## config.mk

```make
export PLATFORM = sky130hd
export DESIGN_NAME = mask_bit_blit_or
export DESIGN_NICKNAME = d
export VERILOG_FILES = /design/src/rtl/core/mbbo_pkg.sv /design/src/rtl/core/mask_bit_blit_or.sv
export SDC_FILE = /design/constraint.sdc
export NUM_CORES = 1
export LEC_CHECK = 0
export ABC_AREA = 1
export BUFFER_PORTS_ARGS = -buffer_cell sky130_fd_sc_hd__buf_2
export CAP_MARGIN = 20
export CORE_MARGIN = 1.5
export CORE_UTILIZATION = 35
export CTS_CLUSTER_DIAMETER = 80
export DETAILED_ROUTE_END_ITERATION = 7
export SLEW_MARGIN = 20
export SYNTH_ARGS = -nofsm -noshare
export SYNTH_HDL_FRONTEND = slang
export SYNTH_SLANG_ARGS = --single-unit
```

## constraint.sdc

```tcl
create_clock -name clk_i -period 7.1 [get_ports clk_i]
set_input_delay 0.71 -clock clk_i [delete_from_list [all_inputs] [get_ports clk_i]]
set_output_delay 0.71 -clock clk_i [all_outputs]
set_load 0.005 [all_outputs]
```

## src/rtl/core/mbbo_pkg.sv

```systemverilog
// Package for the 1-bit mask OR blitter.
// Holds the address width, the command record and the register index codes.
// No dependencies.
package mbbo_pkg;

  localparam int unsigned ADDR_W = 21;
  localparam int unsigned CFG_W  = 13;

  // One OR-write command to the destination mask.
  typedef struct packed {
    logic [ADDR_W-1:0] addr;
    logic [7:0]        bits;
    logic              last;
  } cmd_t;

  // Register index codes of the configuration port.
  typedef enum logic [2:0] {
    CFG_DEST_WIDTH  = 3'd0,
    CFG_DEST_HEIGHT = 3'd1,
    CFG_PLACE_X     = 3'd2,
    CFG_PLACE_Y     = 3'd3,
    CFG_SRC_WIDTH   = 3'd4,
    CFG_SRC_HEIGHT  = 3'd5,
    CFG_DEST_STRIDE = 3'd6,
    CFG_SRC_STRIDE  = 3'd7
  } cfg_idx_e;

endpackage

```

## src/rtl/core/mask_bit_blit_or.sv

```systemverilog
// Top level of the 1-bit mask OR blitter: input stage, command builder and a
// two-entry output stage. Depends on mbbo_pkg.
//
//   Channel   Direction  Handshake                 Payload
//   --------  ---------  ------------------------  ------------------------------------
//   input     in         in_valid_i / in_stall_o   mask_byte_i, frame_start_i
//   output    out        out_valid_o / out_stall_i dest_addr_o, or_bits_o, last_o
//   config    in         cfg_valid_i / cfg_ready_o cfg_index_i, cfg_data_i
//
// A byte that yields two commands (an unaligned placement) keeps the next
// byte with commands waiting in the input stage until its spilled command has
// moved on, since the single result register shows one command per cycle while
// the output is not stalled. An accepted byte passes the input stage, then the output stage.
// Reset clears the row and column counters and the row base, and loads the
// registers with a placement of zero and all sizes and strides equal to one.
// A stall on the output backs up through the pending slot into the input
// stage; the input side stalls only when the input stage cannot move on.
module mask_bit_blit_or
  import mbbo_pkg::*;
#(
  parameter int unsigned MAX_SIDE   = 4096,
  parameter int unsigned MAX_STRIDE = 512
) (
  input  logic              clk_i,
  input  logic              rst_ni,
  // Input byte stream.
  input  logic              in_valid_i,
  output logic              in_stall_o,
  input  logic [7:0]        mask_byte_i,
  input  logic              frame_start_i,
  // OR-write command stream.
  output logic              out_valid_o,
  input  logic              out_stall_i,
  output logic [ADDR_W-1:0] dest_addr_o,
  output logic [7:0]        or_bits_o,
  output logic              last_o,
  // Register write port.
  input  logic              cfg_valid_i,
  output logic              cfg_ready_o,
  input  logic [2:0]        cfg_index_i,
  input  logic [CFG_W-1:0]  cfg_data_i
);

  // Row counter holds MAX_SIDE, column counter holds MAX_STRIDE.
  localparam int unsigned SIDE_W = $clog2(MAX_SIDE + 1);
  localparam int unsigned COL_W  = $clog2(MAX_STRIDE + 1);
  localparam int unsigned STRW   = (COL_W > 10) ? COL_W : 10;
  localparam int unsigned EXTW   = (SIDE_W > 13) ? SIDE_W : 13;
  localparam int unsigned CMPW   = (EXTW > COL_W) ? EXTW : COL_W;
  localparam int unsigned PRODW  = 12 + STRW;

  // Configuration registers.
  logic [12:0] dest_width_q, dest_height_q, src_width_q, src_height_q;
  logic [11:0] place_x_q, place_y_q;
  logic [9:0]  dest_stride_q, src_stride_q;

  assign cfg_ready_o = 1'b1;

  always_ff @(posedge clk_i or negedge rst_ni) begin
    if (!rst_ni) begin
      dest_width_q  <= 13'd1;
      dest_height_q <= 13'd1;
      place_x_q     <= 12'd0;
      place_y_q     <= 12'd0;
      src_width_q   <= 13'd1;
      src_height_q  <= 13'd1;
      dest_stride_q <= 10'd1;
      src_stride_q  <= 10'd1;
    end else if (cfg_valid_i && cfg_ready_o) begin
      case (cfg_idx_e'(cfg_index_i))
        CFG_DEST_WIDTH:  dest_width_q  <= cfg_data_i[12:0];
        CFG_DEST_HEIGHT: dest_height_q <= cfg_data_i[12:0];
        CFG_PLACE_X:     place_x_q     <= cfg_data_i[11:0];
        CFG_PLACE_Y:     place_y_q     <= cfg_data_i[11:0];
        CFG_SRC_WIDTH:   src_width_q   <= cfg_data_i[12:0];
        CFG_SRC_HEIGHT:  src_height_q  <= cfg_data_i[12:0];
        CFG_DEST_STRIDE: dest_stride_q <= cfg_data_i[9:0];
        CFG_SRC_STRIDE:  src_stride_q  <= cfg_data_i[9:0];
        default: ;
      endcase
    end
  end

  // Effective strides. A zero or oversized overlay stride means the maximum;
  // an oversized destination stride is clamped.
  logic [STRW-1:0] eff_dest, eff_src;
  always_comb begin
    eff_dest = (STRW'(dest_stride_q) > STRW'(MAX_STRIDE)) ? STRW'(MAX_STRIDE)
                                                          : STRW'(dest_stride_q);
    if (src_stride_q == 10'd0 || STRW'(src_stride_q) > STRW'(MAX_STRIDE)) begin
      eff_src = STRW'(MAX_STRIDE);
    end else begin
      eff_src = STRW'(src_stride_q);
    end
  end

  // Raster position counters.
  logic [SIDE_W-1:0] row_q;
  logic [COL_W-1:0]  col_q;
  logic [ADDR_W-1:0] base_q;

  // Input stage.
  logic              s1_valid_q;
  logic [7:0]        s1_pix_q;
  logic [SIDE_W-1:0] s1_row_q;
  logic [COL_W-1:0]  s1_col_q;
  logic [ADDR_W-1:0] s1_base_q;

  // Output stage: the shown command and the spilled command behind it.
  logic out_valid_q, pend_valid_q;
  cmd_t out_q, pend_q;

  logic in_accept, s1_adv, slot_free, load_cmds;

  // Position of the arriving byte; a frame start restarts the overlay and
  // places the row base at the first destination row.
  logic [PRODW-1:0]  base_prod;
  logic [SIDE_W-1:0] row_eff;
  logic [COL_W-1:0]  col_eff, col_inc;
  logic [ADDR_W-1:0] base_eff;

  always_comb begin
    base_prod = PRODW'(place_y_q) * PRODW'(eff_dest);
    row_eff   = frame_start_i ? '0 : row_q;
    col_eff   = frame_start_i ? '0 : col_q;
    base_eff  = frame_start_i ? ADDR_W'(base_prod) : base_q;
    col_inc   = col_eff + COL_W'(1);
  end

  always_ff @(posedge clk_i or negedge rst_ni) begin
    if (!rst_ni) begin
      row_q  <= '0;
      col_q  <= '0;
      base_q <= '0;
    end else if (in_accept) begin
      if (STRW'(col_inc) >= eff_src) begin
        col_q <= '0;
        // The row counter stops at MAX_SIDE, which lies past any clipped height.
        if (row_eff < SIDE_W'(MAX_SIDE)) begin
          row_q  <= row_eff + SIDE_W'(1);
          base_q <= base_eff + ADDR_W'(eff_dest);
        end else begin
          row_q  <= row_eff;
          base_q <= base_eff;
        end
      end else begin
        col_q  <= col_inc;
        row_q  <= row_eff;
        base_q <= base_eff;
      end
    end
  end

  always_ff @(posedge clk_i or negedge rst_ni) begin
    if (!rst_ni) begin
      s1_valid_q <= 1'b0;
    end else if (in_accept) begin
      s1_valid_q <= 1'b1;
    end else if (s1_adv) begin
      s1_valid_q <= 1'b0;
    end
  end

  always_ff @(posedge clk_i) begin
    if (in_accept) begin
      s1_pix_q  <= mask_byte_i;
      s1_row_q  <= row_eff;
      s1_col_q  <= col_eff;
      s1_base_q <= base_eff;
    end
  end

  // Clipped extents: a non-positive room gives zero, then cap at MAX_SIDE.
  logic [12:0]     room_w, room_h, ext_w, ext_h;
  logic [EXTW-1:0] w, h, full;
  logic [2:0]      tail, shift;
  logic [3:0]      reach;
  logic            row_ok, col_lt_full, col_eq_full;
  logic [ADDR_W-1:0] addr;
  logic [7:0]      masked;
  cmd_t            cmd0, cmd1;
  logic [1:0]      ncmd;

  always_comb begin
    room_w = (dest_width_q > {1'b0, place_x_q}) ? dest_width_q - {1'b0, place_x_q} : 13'd0;
    room_h = (dest_height_q > {1'b0, place_y_q}) ? dest_height_q - {1'b0, place_y_q} : 13'd0;
    ext_w  = (src_width_q < room_w) ? src_width_q : room_w;
    ext_h  = (src_height_q < room_h) ? src_height_q : room_h;
    w = (EXTW'(ext_w) > EXTW'(MAX_SIDE)) ? EXTW'(MAX_SIDE) : EXTW'(ext_w);
    h = (EXTW'(ext_h) > EXTW'(MAX_SIDE)) ? EXTW'(MAX_SIDE) : EXTW'(ext_h);
    full  = w >> 3;
    tail  = w[2:0];
    shift = place_x_q[2:0];
    reach = {1'b0, tail} + {1'b0, shift};

    row_ok      = EXTW'(s1_row_q) < h;
    col_lt_full = CMPW'(s1_col_q) < CMPW'(full);
    col_eq_full = CMPW'(s1_col_q) == CMPW'(full);

    addr   = s1_base_q + ADDR_W'(place_x_q[11:3]) + ADDR_W'(s1_col_q);
    // Keep only the leftmost tail pixels of the last partial byte.
    masked = s1_pix_q & ~(8'hFF >> tail);

    cmd0 = '{addr: addr, bits: s1_pix_q, last: 1'b1};
    cmd1 = '{addr: addr + ADDR_W'(1), bits: 8'd0, last: 1'b1};
    ncmd = 2'd0;

    if (row_ok && s1_pix_q != 8'd0) begin
      if (col_lt_full) begin
        if (shift == 3'd0) begin
          ncmd = 2'd1;
        end else begin
          // The spilled half is sent even when its bits are all zero.
          cmd0.bits = s1_pix_q >> shift;
          cmd0.last = 1'b0;
          cmd1.bits = s1_pix_q << (4'd8 - {1'b0, shift});
          ncmd      = 2'd2;
        end
      end else if (col_eq_full && tail != 3'd0) begin
        cmd0.bits = masked >> shift;
        if (reach > 4'd8) begin
          cmd0.last = 1'b0;
          cmd1.bits = masked << (4'd8 - {1'b0, shift});
          ncmd      = 2'd2;
        end else begin
          ncmd = 2'd1;
        end
      end
    end
  end

  // The input stage moves on when its byte yields nothing, or when both
  // output slots will be free after this cycle.
  assign slot_free  = !pend_valid_q && (!out_valid_q || !out_stall_i);
  assign s1_adv     = s1_valid_q && ((ncmd == 2'd0) || slot_free);
  assign load_cmds  = s1_adv && (ncmd != 2'd0);
  assign in_stall_o = s1_valid_q && !s1_adv;
  assign in_accept  = in_valid_i && !in_stall_o;

  always_ff @(posedge clk_i or negedge rst_ni) begin
    if (!rst_ni) begin
      out_valid_q  <= 1'b0;
      pend_valid_q <= 1'b0;
    end else if (!out_valid_q || !out_stall_i) begin
      if (load_cmds) begin
        out_valid_q  <= 1'b1;
        pend_valid_q <= (ncmd == 2'd2);
      end else if (pend_valid_q) begin
        out_valid_q  <= 1'b1;
        pend_valid_q <= 1'b0;
      end else begin
        out_valid_q  <= 1'b0;
      end
    end
  end

  always_ff @(posedge clk_i) begin
    if (!out_valid_q || !out_stall_i) begin
      if (load_cmds) begin
        out_q  <= cmd0;
        pend_q <= cmd1;
      end else if (pend_valid_q) begin
        out_q  <= pend_q;
      end
    end
  end

  assign out_valid_o = out_valid_q;
  assign dest_addr_o = out_q.addr;
  assign or_bits_o   = out_q.bits;
  assign last_o      = out_q.last;

  // A spilled command only waits behind a shown command of the same byte.
  assert property (@(posedge clk_i) disable iff (!rst_ni)
    pend_valid_q |-> (out_valid_q && !out_q.last && pend_q.last))
    else $error("pending command without its first half");

  // A shown first half always has its spilled half queued behind it.
  assert property (@(posedge clk_i) disable iff (!rst_ni)
    (out_valid_q && !out_q.last) |-> pend_valid_q)
    else $error("first half shown without spilled half");

  // Taking the first half brings the spilled half to the output next.
  assert property (@(posedge clk_i) disable iff (!rst_ni)
    (out_valid_q && !out_stall_i && pend_valid_q) |=>
      (out_valid_q && out_q.last && out_q.addr == $past(pend_q.addr)))
    else $error("spilled command lost or altered");

  // The input side only stalls while a byte sits in the input stage.
  assert property (@(posedge clk_i) disable iff (!rst_ni)
    in_stall_o |-> s1_valid_q)
    else $error("input stalled with empty input stage");

endmodule
```

# [Word level (Yosys, flattened, before mapping)]
# Index checks and enable logic that the tools add are counted.
[totals] wordCells=134 regBits=254
[classes] add_sub_neg=10 shift=5 n_reduce_logical=34 n_bitwise=2 eq_ne=9 n_mux=37 multipliers=1 n_lt_le_gt_ge=13
[op_table] cell="13-bit two-way mux" count=9
[op_table] cell="21-bit two-way mux" count=3
[op_table] cell="30-bit two-way mux" count=2
[op_table] cell="21-bit by 10-bit adder with 21-bit output" count=2
[op_table] cell="10-bit two-way mux" count=4
[op_table] cell="13-bit < comparator" count=3
[op_table] cell="9-bit two-way mux" count=4
[op_table] cell="8-bit two-way mux" count=4
[op_table] cell="13-bit by 12-bit greater-than comparator with 1-bit output" count=2
[op_table] cell="13-bit greater-than comparator (second input constant)" count=2
[op_table] cell="13-bit by 12-bit subtractor with 13-bit output" count=2
[op_table] cell="21-bit by 1-bit adder with 21-bit output (second input constant)" count=1
[op_table] cell="21-bit by 9-bit adder with 21-bit output" count=1
[op_table] cell="12-bit by 10-bit multiplier with 21-bit output" count=1
[op_table] cell="10-bit greater-than comparator (second input constant)" count=2
[op_table] cell="2-bit AND reduction" count=10
[op_table] cell="8-bit by 4-bit << shifter with 8-bit output" count=2
[op_table] cell="8-bit by 3-bit >> shifter with 8-bit output" count=2
[op_table] cell="13-bit by 1-bit adder with 13-bit output (second input constant)" count=1
[op_table] cell="13-bit < comparator (second input constant)" count=1
[op_table] cell="3-bit == test (second input constant)" count=4
[op_table] cell="10-bit by 1-bit adder with 10-bit output (second input constant)" count=1
[op_table] cell="10-bit == test" count=1
[op_table] cell="10-bit >= comparator" count=1
[op_table] cell="21 further kinds" count=46

# [Longest topological paths before layout]
[logic_depth] depth_word=20 mapped_depth=47 ltp_nobuf=43

# [Worst setup path before layout]
# No wires, ideal clock.
[synth_timing] path_type="reg-to-reg" from="reg place_y_q[2]" to="reg out_q (netlist bit dest_addr_o[0]), enable pin" arrival_time_ns=6.676 n_path_buf=7 required_time_ns=6.679 path_stages_with_launch=38 setup_time_ns=0.421 setup_slack_ns=0.004 cell_sequence="dfrtp_1 -> clkbuf_1 -> inv_1 -> ha_1 -> inv_1 -> nor3_2 -> nand3_1 -> nand3_1 -> nand2_1 -> nand3_1 -> and2_1 -> buf_2 -> nand3_1 -> ha_1 -> nand2_1 -> nor2_1 -> a211oi_1 -> o221a_2 -> [2 not listed] -> buf_6 -> o21ai_1 -> nand2_1 -> nor2_1 -> nand3_1 -> nand2_1 -> clkbuf_1 -> nand3_1 -> ha_1 -> a21oi_1 -> a21boi_0 -> a2111oi_0 -> nand3_2 -> nor2_4 -> inv_2 -> buf_6 -> buf_6 -> o21ai_1"
[synth_via] elab_chain_len=15 word_cells_on_any_way=17 cone_classes="add/sub (1); order compare (4); mux (4); reduce/logical (8)"
[synth_lines] element="from (decl)" line_no="mask_bit_blit_or.sv:54" source="logic [11:0] place_x_q, place_y_q;"
[synth_lines] element="from (signal assigned)" line_no="mask_bit_blit_or.sv:74" source="CFG_PLACE_Y: place_y_q <= cfg_data_i[11:0];"
[synth_lines] element="13-bit by 12-bit subtractor with 13-bit output or 13-bit by 12-bit greater-than comparator with 1-bit output (tied branches)" line_no="mask_bit_blit_or.sv:186" source="room_h = (dest_height_q > {1'b0, place_y_q}) ? dest_height_q - {1'b0, place_y_q} : 13'd0;"
[synth_lines] element="13-bit two-way mux *" line_no="mask_bit_blit_or.sv:186"
[synth_lines] element="13-bit < comparator" line_no="mask_bit_blit_or.sv:188" source="ext_h = (src_height_q < room_h) ? src_height_q : room_h;"
[synth_lines] element="13-bit two-way mux *" line_no="mask_bit_blit_or.sv:188"
[synth_lines] element="13-bit greater-than comparator" line_no="mask_bit_blit_or.sv:190" source="h = (EXTW'(ext_h) > EXTW'(MAX_SIDE)) ? EXTW'(MAX_SIDE) : EXTW'(ext_h);"
[synth_lines] element="13-bit two-way mux *" line_no="mask_bit_blit_or.sv:190"
[synth_lines] element="13-bit < comparator *" line_no="mask_bit_blit_or.sv:196" source="row_ok = EXTW'(s1_row_q) < h;"
[synth_lines] element="1-bit logical AND *" line_no="mask_bit_blit_or.sv:208" source="if (row_ok && s1_pix_q != 8'd0) begin"
[synth_lines] element="2-bit two-way mux *" line_no="mask_bit_blit_or.sv:208"
[synth_lines] element="2-bit zero test" line_no="mask_bit_blit_or.sv:235" source="assign s1_adv = s1_valid_q && ((ncmd == 2'd0) || slot_free);"
[synth_lines] element="1-bit logical OR" line_no="mask_bit_blit_or.sv:235"
[synth_lines] element="1-bit logical AND" line_no="mask_bit_blit_or.sv:235"
[synth_lines] element="1-bit logical AND *" line_no="mask_bit_blit_or.sv:236" source="assign load_cmds = s1_adv && (ncmd != 2'd0);"
[synth_lines] element="2-bit nonzero test (no line) *"
[synth_lines] element="2-bit AND reduction (no line) *"
[synth_lines] element="to (signal assigned)" line_no="mask_bit_blit_or.sv:260" source="out_q <= cmd0;"
[synth_lines] element="to (signal assigned)" line_no="mask_bit_blit_or.sv:263" source="out_q <= pend_q;"
[synth_lines] element="to (decl)" line_no="mask_bit_blit_or.sv:111" source="cmd_t out_q, pend_q;"
# Every way passes the cells marked *; elsewhere a longest branch is shown, timed or not.
# A chain may end at the register's enable or synchronous reset.

# [Final worst setup path]
[layout_timing] from="reg place_y_q[9]" to="out in_stall_o"
[layout_via] elab_chain_len=14 word_cells_on_any_way=15 cone_classes="add/sub (1); order compare (4); mux (4); reduce/logical (6)"
[layout_lines] element="13-bit by 12-bit subtractor with 13-bit output or 13-bit by 12-bit greater-than comparator with 1-bit output (tied branches)" line_no="mask_bit_blit_or.sv:186"
[layout_lines] element="13-bit two-way mux *" line_no="mask_bit_blit_or.sv:186"
[layout_lines] element="13-bit < comparator" line_no="mask_bit_blit_or.sv:188"
[layout_lines] element="13-bit two-way mux *" line_no="mask_bit_blit_or.sv:188"
[layout_lines] element="13-bit greater-than comparator" line_no="mask_bit_blit_or.sv:190"
[layout_lines] element="13-bit two-way mux *" line_no="mask_bit_blit_or.sv:190"
[layout_lines] element="13-bit < comparator *" line_no="mask_bit_blit_or.sv:196"
[layout_lines] element="1-bit logical AND *" line_no="mask_bit_blit_or.sv:208"
[layout_lines] element="2-bit two-way mux *" line_no="mask_bit_blit_or.sv:208"
[layout_lines] element="2-bit zero test *" line_no="mask_bit_blit_or.sv:235"
[layout_lines] element="1-bit logical OR *" line_no="mask_bit_blit_or.sv:235"
[layout_lines] element="1-bit logical AND *" line_no="mask_bit_blit_or.sv:235"
[layout_lines] element="1-bit zero test *" line_no="mask_bit_blit_or.sv:237" source="assign in_stall_o = s1_valid_q && !s1_adv;"
[layout_lines] element="1-bit logical AND *" line_no="mask_bit_blit_or.sv:237"
[layout_lines] element="to (decl)" line_no="mask_bit_blit_or.sv:28" source="output logic in_stall_o,"
# Marked as above.

==> impl_metrics.yaml <==
routing:
  wl_mm: 56.2
  antenna_left: 0
  vias: 17100
  drt_iter0_markers: 1062
  drt-vias-per-instance: 4.98
  post-route-drc-count: 0
  drt_pass1_iterations: 5
  wl_per_cell_um: 16.4
synth:
  synthSimpleGateAreaFrac: 0.248
  synth_compound_area_frac: 0.0975
  synth_mux_area_frac: 0
  synthTopCellsByCount: "nand2_1 (700), inv_1 (325), nor2_1 (210)"
  ys.flop_type: "dfrtp_1"
  synth_edf_count: 111
  synth_top_family_by_area: "simple AND/OR/NAND/NOR gates"
  seq_area_frac_synth: 0.345
  yosys.area_share.adder: 0.192
  ys_seq_elements: 254
  synth_area_leaders: "dfrtp_1 (17%), edfxtp_1 (17%), nand2_1 (13%)"
  synthMostInstantiatedCell: "nand2_1"
  yosysWarnings: 0
  synth.distinct_cells: 56
  synth_area_mm2: 0.0201
  syn_inst: 2542
  syn_area_per_cell_um2: 7.89
  yosysTopAreaCellShare: 0.171
  synth.largest_area_cell: "dfrtp_1"
  synth_async_sr_flop_share: 0.563
  synth_xor_area_frac: 0.0367
  syn-num-nets: 2825
clock_tree:
  clockBufferDepth: 3
  cts.sinks: 254
  ctsHoldBuffers: 0
  root_buffer: "clkbuf_16"
  h-tree-depth: 1
  cts_tree: "done"
  cts_made_buffers: 31
  clk_pin_slew_ns: 0.06
  clkLatencyLatePin_ns: 0.59
setup_path:
  cp_slowest_cell: "ha_1"
  path_max_fanout: 11
  critPathArrivalTime_ns: 6.05
  crit_top_cell: "nand2_1"
  startpoint_type: "register"
  crit_type: "register to output pin"
  reg2regPathDepth: 33
  r2r_slack_ns: 0.42
  cp-end-kind: "output pin"
  r2r_end: "base_q[20]$_DFFE_PN0P_"
  cp_top_family: "simple AND/OR/NAND/NOR gates"
  reg2reg_from: "dest_stride_q[2]$_DFFE_PN0P_"
  critPathBufInv: 6
  max_stage_delay_ns: 0.45
  crit_required_ns: 6.39
placed_design:
  portBuffers: 61
  post_dp_cell_area_mm2: 0.0215
  detailed_place_hpwl_mm: 43.0
  gp_congestion: 0.898
floorplanning:
  die_w_um: 242
  io_pins: 63
  rows: 87
  dieArea_mm2: 0.0587
  start_util: 0.355
  core_area_mm2: 0.0565
  die_height_um: 242
cells_and_area:
  final_core_util: 0.411
  fill_cells: 5605
  nets: 2937
  syn_to_final_growth_pct: 15.9
  drive_gt1_frac: 0.129
  fin_area_mm2: 0.0232
  n_antenna_cell: 0
timing:
  clock_skew_ns: 0.0227
  hold_viol: 0
  timing.final.crit_share: 0.952
  min_period_ns: 6.76
  setup_viol: 0
  holdWs_ns: 0.166
  slew_viol_final: 0
  tightestPinTransition_ns: 1.16
  fmax_ghz: 0.148
  relSlewSlack: 0.220
power:
  sw_frac_of_total: 0.463
  irDropWorstVdd_v: 0.000272
  clockPowerShare: 0.158
  total_power_mw: 10.2
  intPower_mw: 5.45
  p_per_area_mw_per_mm2: 437
  power_switching_mw: 4.70
  cellLeakagePower_nw: 11.3
  seq_power_share: 0.240
  combPwrFrac: 0.603
global_route:
  grt_pass1_vias: 17000
  grtUsageTotal: 0.191
  grt_max_degree: 76
  grt_pass1_wl_mm: 90.6
  antenna_found_initial: 1
  grt_overflow_total: 0
hold_path:
  holdCritPathClass: "primary input to async pin"
run_status:
  outcome: "complete, no violations"
job:
  maxCapViolations: 0
cell usage in the layout, fill, tap and decap left out, types with 61 or more instances in the layout:
cell type	instances
nand3_1	144
buf_4	90
fa_1	90
inv_1	316
buf_2	61
nor2_1	198
dfrtp_1	129
o21ai_0	153
a21oi_1	93
nand2_1	692
edfxtp_1	111
ha_1	141
repair_timing:
item / in CTS / in global routing
endpoints found under the hold margin: 0 / 0
buffers inserted: 2 / 25
cloned: 0 / 2
pin swaps: 4 / 26
gates resized for setup: 12 / 110
setup endpoints to repair: 1 / 181
how the worst max path moves through the flow:
stage	startpoint	end	cells after the start
CTS	place_x_q[4]$_DFFE_PN0P_	in_stall_o	39
floorplan	place_y_q[2]$_DFFE_PN0P_	dest_addr_o[0]$_DFFE_PP_	37
finish	place_y_q[9]$_DFFE_PN0P_	in_stall_o	31
global placement	dest_stride_q[1]$_DFFE_PN0P_	base_q[20]$_DFFE_PN0P_	33
detailed placement	dest_stride_q[1]$_DFFE_PN0P_	base_q[20]$_DFFE_PN0P_	36
global route	dest_stride_q[2]$_DFFE_PN0P_	base_q[20]$_DFFE_PN0P_	33
power by group through the flow:
stage | Sequential (mW) | Combinational, mW | Clock, mW
after detailed placement | 2.46 | 5.69 | 0
after floorplan | 2.40 | 4.07 | 0
after global placement | 2.45 | 5.57 | 0
after global routing | 2.49 | 6.98 | 1.70
final | 2.43 | 6.12 | 1.60
after CTS | 2.43 | 5.75 | 1.65
stage by stage:
step                std cells  worst slack (ns)  setup TNS, ns
floorplan                2542           0.00357              0
global placement         3348             0.117              0
detailed placement       3348            0.0859              0
CTS                      3408          0.000210              0
global route             3435           -0.0865         -0.213
finish                   3435             0.341              0
final cells by class:
class / count / area [um2] / share of cell area
Clock buffer: 44 / 927 / 0.0399
Clock inverter: 14 / 115 / 0.00495
Inverter: 334 / 1250 / 0.0540
Multi-Input combinational cell: 1876 / 12000 / 0.516
Sequential cell: 254 / 6930 / 0.298
Tap cell: 756 / 946 / 0.0407
Timing Repair Buffer: 157 / 1080 / 0.0466
registers in the layout (all words and copies together), names as in the netlist, 12 cells and up:
signal and cells:
pend_q 29, base_q 21, s1_base_q 21, dest_width_q 13
src_width_q 13, s1_row_q 13, place_y_q 12, src_height_q 13
dest_addr_o 21, place_x_q 12, dest_height_q 13, row_q 13
routing by layer:
metal  part of all wire  GRT usage  up-vias
met4              0.034     0.0610        0
met1               0.45      0.251     8096
li1                   -          -     8512
met3              0.043     0.0208      101
met5                  0          0        -
met2               0.48      0.327      405
cell families (layout without fill, tap and decap cells):
kind of cell             Yosys count  after routing
adder cells (fa/ha/maj)          253            253
AO/OA/AOI/OAI                    355            355
flip-flops                       254            254
buffers and inverters            413            549
other                              1              1
AND/OR/NAND/NOR                 1182           1183
XOR/XNOR                          84             84
Power figures use the tool's default switching activity.
